File: src/hdl/atsc_ram.sv
// ============================================================================
// atsc_ram
// Generic single-write, single-read RAM with registered read data.
// ============================================================================
module atsc_ram #(
    parameter int  WIDTH = 8,
    parameter int  DEPTH = 16,
    localparam int AW    = $clog2(DEPTH)
) (
    input  logic             i_clk,
    input  logic             i_we,
    input  logic [AW-1:0]    i_waddr,
    input  logic [WIDTH-1:0] i_wdata,
    input  logic [AW-1:0]    i_raddr,
    output logic [WIDTH-1:0] o_rdata
);

    logic [WIDTH-1:0] r_mem [DEPTH];
    logic [WIDTH-1:0] r_rdata;

    always_ff @(posedge i_clk) begin
        if (i_we) begin
            r_mem[i_waddr] <= i_wdata;
        end
        r_rdata <= r_mem[i_raddr];
    end

    assign o_rdata = r_rdata;

endmodule

File: config.mk
export PLATFORM = sky130hd
export DESIGN_NAME = atsc_ram
export DESIGN_NICKNAME = d
export VERILOG_FILES = /design/src/hdl/atsc_ram.sv
export SDC_FILE = /design/constraint.sdc
export NUM_CORES = 1
export LEC_CHECK = 0
export ABC_AREA = 1
export BUFFER_PORTS_ARGS = -buffer_cell sky130_fd_sc_hd__buf_2
export CORE_MARGIN = 1
export CORE_UTILIZATION = 50
export DETAILED_ROUTE_END_ITERATION = 7
export PLACE_DENSITY = 0.67
export SYNTH_ARGS = -nofsm -noshare
export SYNTH_HDL_FRONTEND = slang
export SYNTH_SLANG_ARGS = --single-unit
File: constraint.sdc
create_clock -name i_clk -period 2.2 [get_ports i_clk]
set_input_delay 0.33 -clock i_clk [delete_from_list [all_inputs] [get_ports i_clk]]
set_output_delay 0.33 -clock i_clk [all_outputs]
set_load 0.05 [all_outputs]
==> flow_summary.toml <==
[status]
status = "finished, final reports clean"

[pwr]
p_sw_share_pct = 21.6
p_total_mw = 6.17
power.switching_mw = 1.33
leakage_nw = 2.89
p_seq_share_pct = 47.3
p_per_area_nw_per_um2 = 933
p_int_mw = 4.84
vdd_drop_max_mv = 0.571
power_frac_clock_pct = 46.3
pwr-share-comb_pct = 6.5

[routing]
drt_wl_total_mm = 12.6
dr.pass1.iters = 4
vias = 3714
drc_errors = 0
detailedRoute.firstIterationViolations = 274
wl_per_cell_um = 17.1
ant_nets = 0
vias_per_cell = 5.04

[clock_network]
post-cts-setup-buffers = 0
cts_buffers = 17
clock_path_buffers = 2
cts_hold_buffers = 0
cts_tree = "done"
cts_resized = 0
htreeDepth = 4
cts_sinks = 136
clk_latency_ns = 0.40
cts-root-buf = "clkbuf_16"
path_clk_slew_ns = 0.05

[timing]
rsz0062_at_grt = "false"
tightest_slew_ns = 0.698
skew_ns = 0.00923
final_max_slew_viol_count = 0
hold_viol = 0
setup_viol = 0
relSlewSlack_pct = 53.3
fmax_mhz = 728
fin_crit_ns = 1.37
tns_ns = 0
timing.final.crit_share_pct = 62.5

[flow_run]
drv_cap = 0

[layout]
multi_input_area_um2 = 1210
drive_gt1_share_pct = 11.9
fill_cells = 936
regArea_um2 = 4000
syn2layout_area_growth_pct = 14.7
finalNetCount = 602
insertedDiodeCount = 0

[worst_setup_path]
cp.required_ns = 1.87
r2r-start = "r_mem[7][1]"
r2r_cells = 6
crit_end = "o_rdata[3]"
crit_family = "flip-flops"
reg2reg_to = "o_rdata[1]"
cp-start-kind = "flop"
crit_path_start = "o_rdata[3]"
arrival_ns = 1.04
path_cells = "buf_2"
reg2reg_slack_ns = 1.17
worst-path-max-fanout = 1
cp_slowest_cell = "dfxtp_1"
end_kind = "primary output"
path_class = "reg2out"
cp_num_cells = 1
crit_buf_inv = 1
critPathMaxStageDelay_ns = 0.36

[floorplanning]
initial_core_util_pct = 52.3
die_h_um = 109
core_area_um2 = 11000
num_rows = 38
die-area_um2 = 12000
io_pins = 26
die_w_um = 109

[logic_synthesis]
synth-edff-count = 128
ys.warnings.count = 0
synth_top_area_share_pct = 66.7
yosysUniqueCellTypes = 12
yosysSeqAreaShare_pct = 69.4
syn_area_um2 = 5770
async_reset_ff_share_pct = 0
yosysTopAreaCell = "edfxtp_1"
synth_area_leaders = "edfxtp_1, nand2_1, nand3_1"
synth_cells = 551
synth_common_cells = "nand2_1, edfxtp_1, inv_1"
ys_ff_latch = 136
avgSynthCellArea_um2 = 10.5
postSynthNetCount = 569
synth_ff_type = "edfxtp_1"
post-synth-top-count-cell = "nand2_1"

[global_routing]
grt_pass1_wl_mm = 19.7
grt_pass1_vias = 3716
grt_start_max_net_pins = 57
antenna_found_initial = 0
grt.total_usage_pct = 23.4
gr-total-overflow = 0

[hold_path]
hold_class = "in2reg"

[placed_design]
hpwl_mm = 7.65
globalplace.congestion = 0.838
port-buffer-count = 25
## registers in the layout (all words and copies together) (netlist names)
signal   flops
o_rdata      8
r_mem      128
## metal layers
layer,routed length [um],global-route usage (%),vias to the layer above
met3,616,5.22,13
met4,177,8.57,0
met1,5600,30.5,1751
met2,6190,38.6,114
li1,-,-,1836
met5,0,0,-
## placed cells by master, fill, tap and decap left out, drive strengths merged
cell      netlist  final
buf            24     38
edfxtp        128    128
nand3b          2      2
clkinvlp        0      1
nand2         173    173
nor2           17     17
dfxtp           8      8
clkinv          0      6
inv           102    104
bufinv          0      3
nand3          97     97
clkbuf          0     20
## kinds of logic (layout without fill, tap and decap cells)
family / after synthesis / count (layout) / share of synthesized area [%]
buffers and inverters: 126 / 172 / 9.52
and+or+nand+nor: 289 / 289 / 21.0
DFF: 136 / 136 / 69.4
## power groups by stage
stage	registers (mW)	logic, mW	clock network, mW
final	2.92	0.400	2.86
after global routing	2.92	0.440	3.00
after CTS	2.92	0.404	2.90
after detailed placement	2.97	0.402	0
after global placement	2.97	0.396	0
after floorplan	3.02	0.204	0
## worst min-delay path by stage
stage	slack, ns	from	end	depth (start not counted)
after global routing	0.30	i_raddr[3]	o_rdata[4]	3
final	0.29	i_raddr[3]	o_rdata[5]	3
after floorplan	0.43	i_wdata[0]	r_mem[0][0]	0
after CTS	0.27	i_raddr[3]	o_rdata[5]	3
after detailed placement	0.65	r_mem[10][7]	o_rdata[7]	6
after global placement	0.65	r_mem[10][7]	o_rdata[7]	6
## per-stage QoR
stage	hold WS [ns]	area [um^2]	std cells	setup WS (ns)	utilization [%]
3_5_place_dp	0.647	6010	705	0.543	54.5
2_1_floorplan	0.429	5770	551	0.919	-
3_3_place_gp	0.648	6010	705	0.582	54.5
6_report	0.289	6620	737	0.826	60.0
5_1_grt	0.296	6620	737	0.817	60.0
4_1_cts	0.271	6620	737	0.816	60.0
## cell type report
class | instances | area share [%]
clock buffer | 20 | 6.90
clock inverter | 12 | 2.25
inverter | 102 | 5.79
multi-input combinational | 289 | 18.3
sequential | 136 | 60.5
tap | 140 | 2.65
timing repair buffer | 38 | 3.56
(Power assumes the default switching activity.)
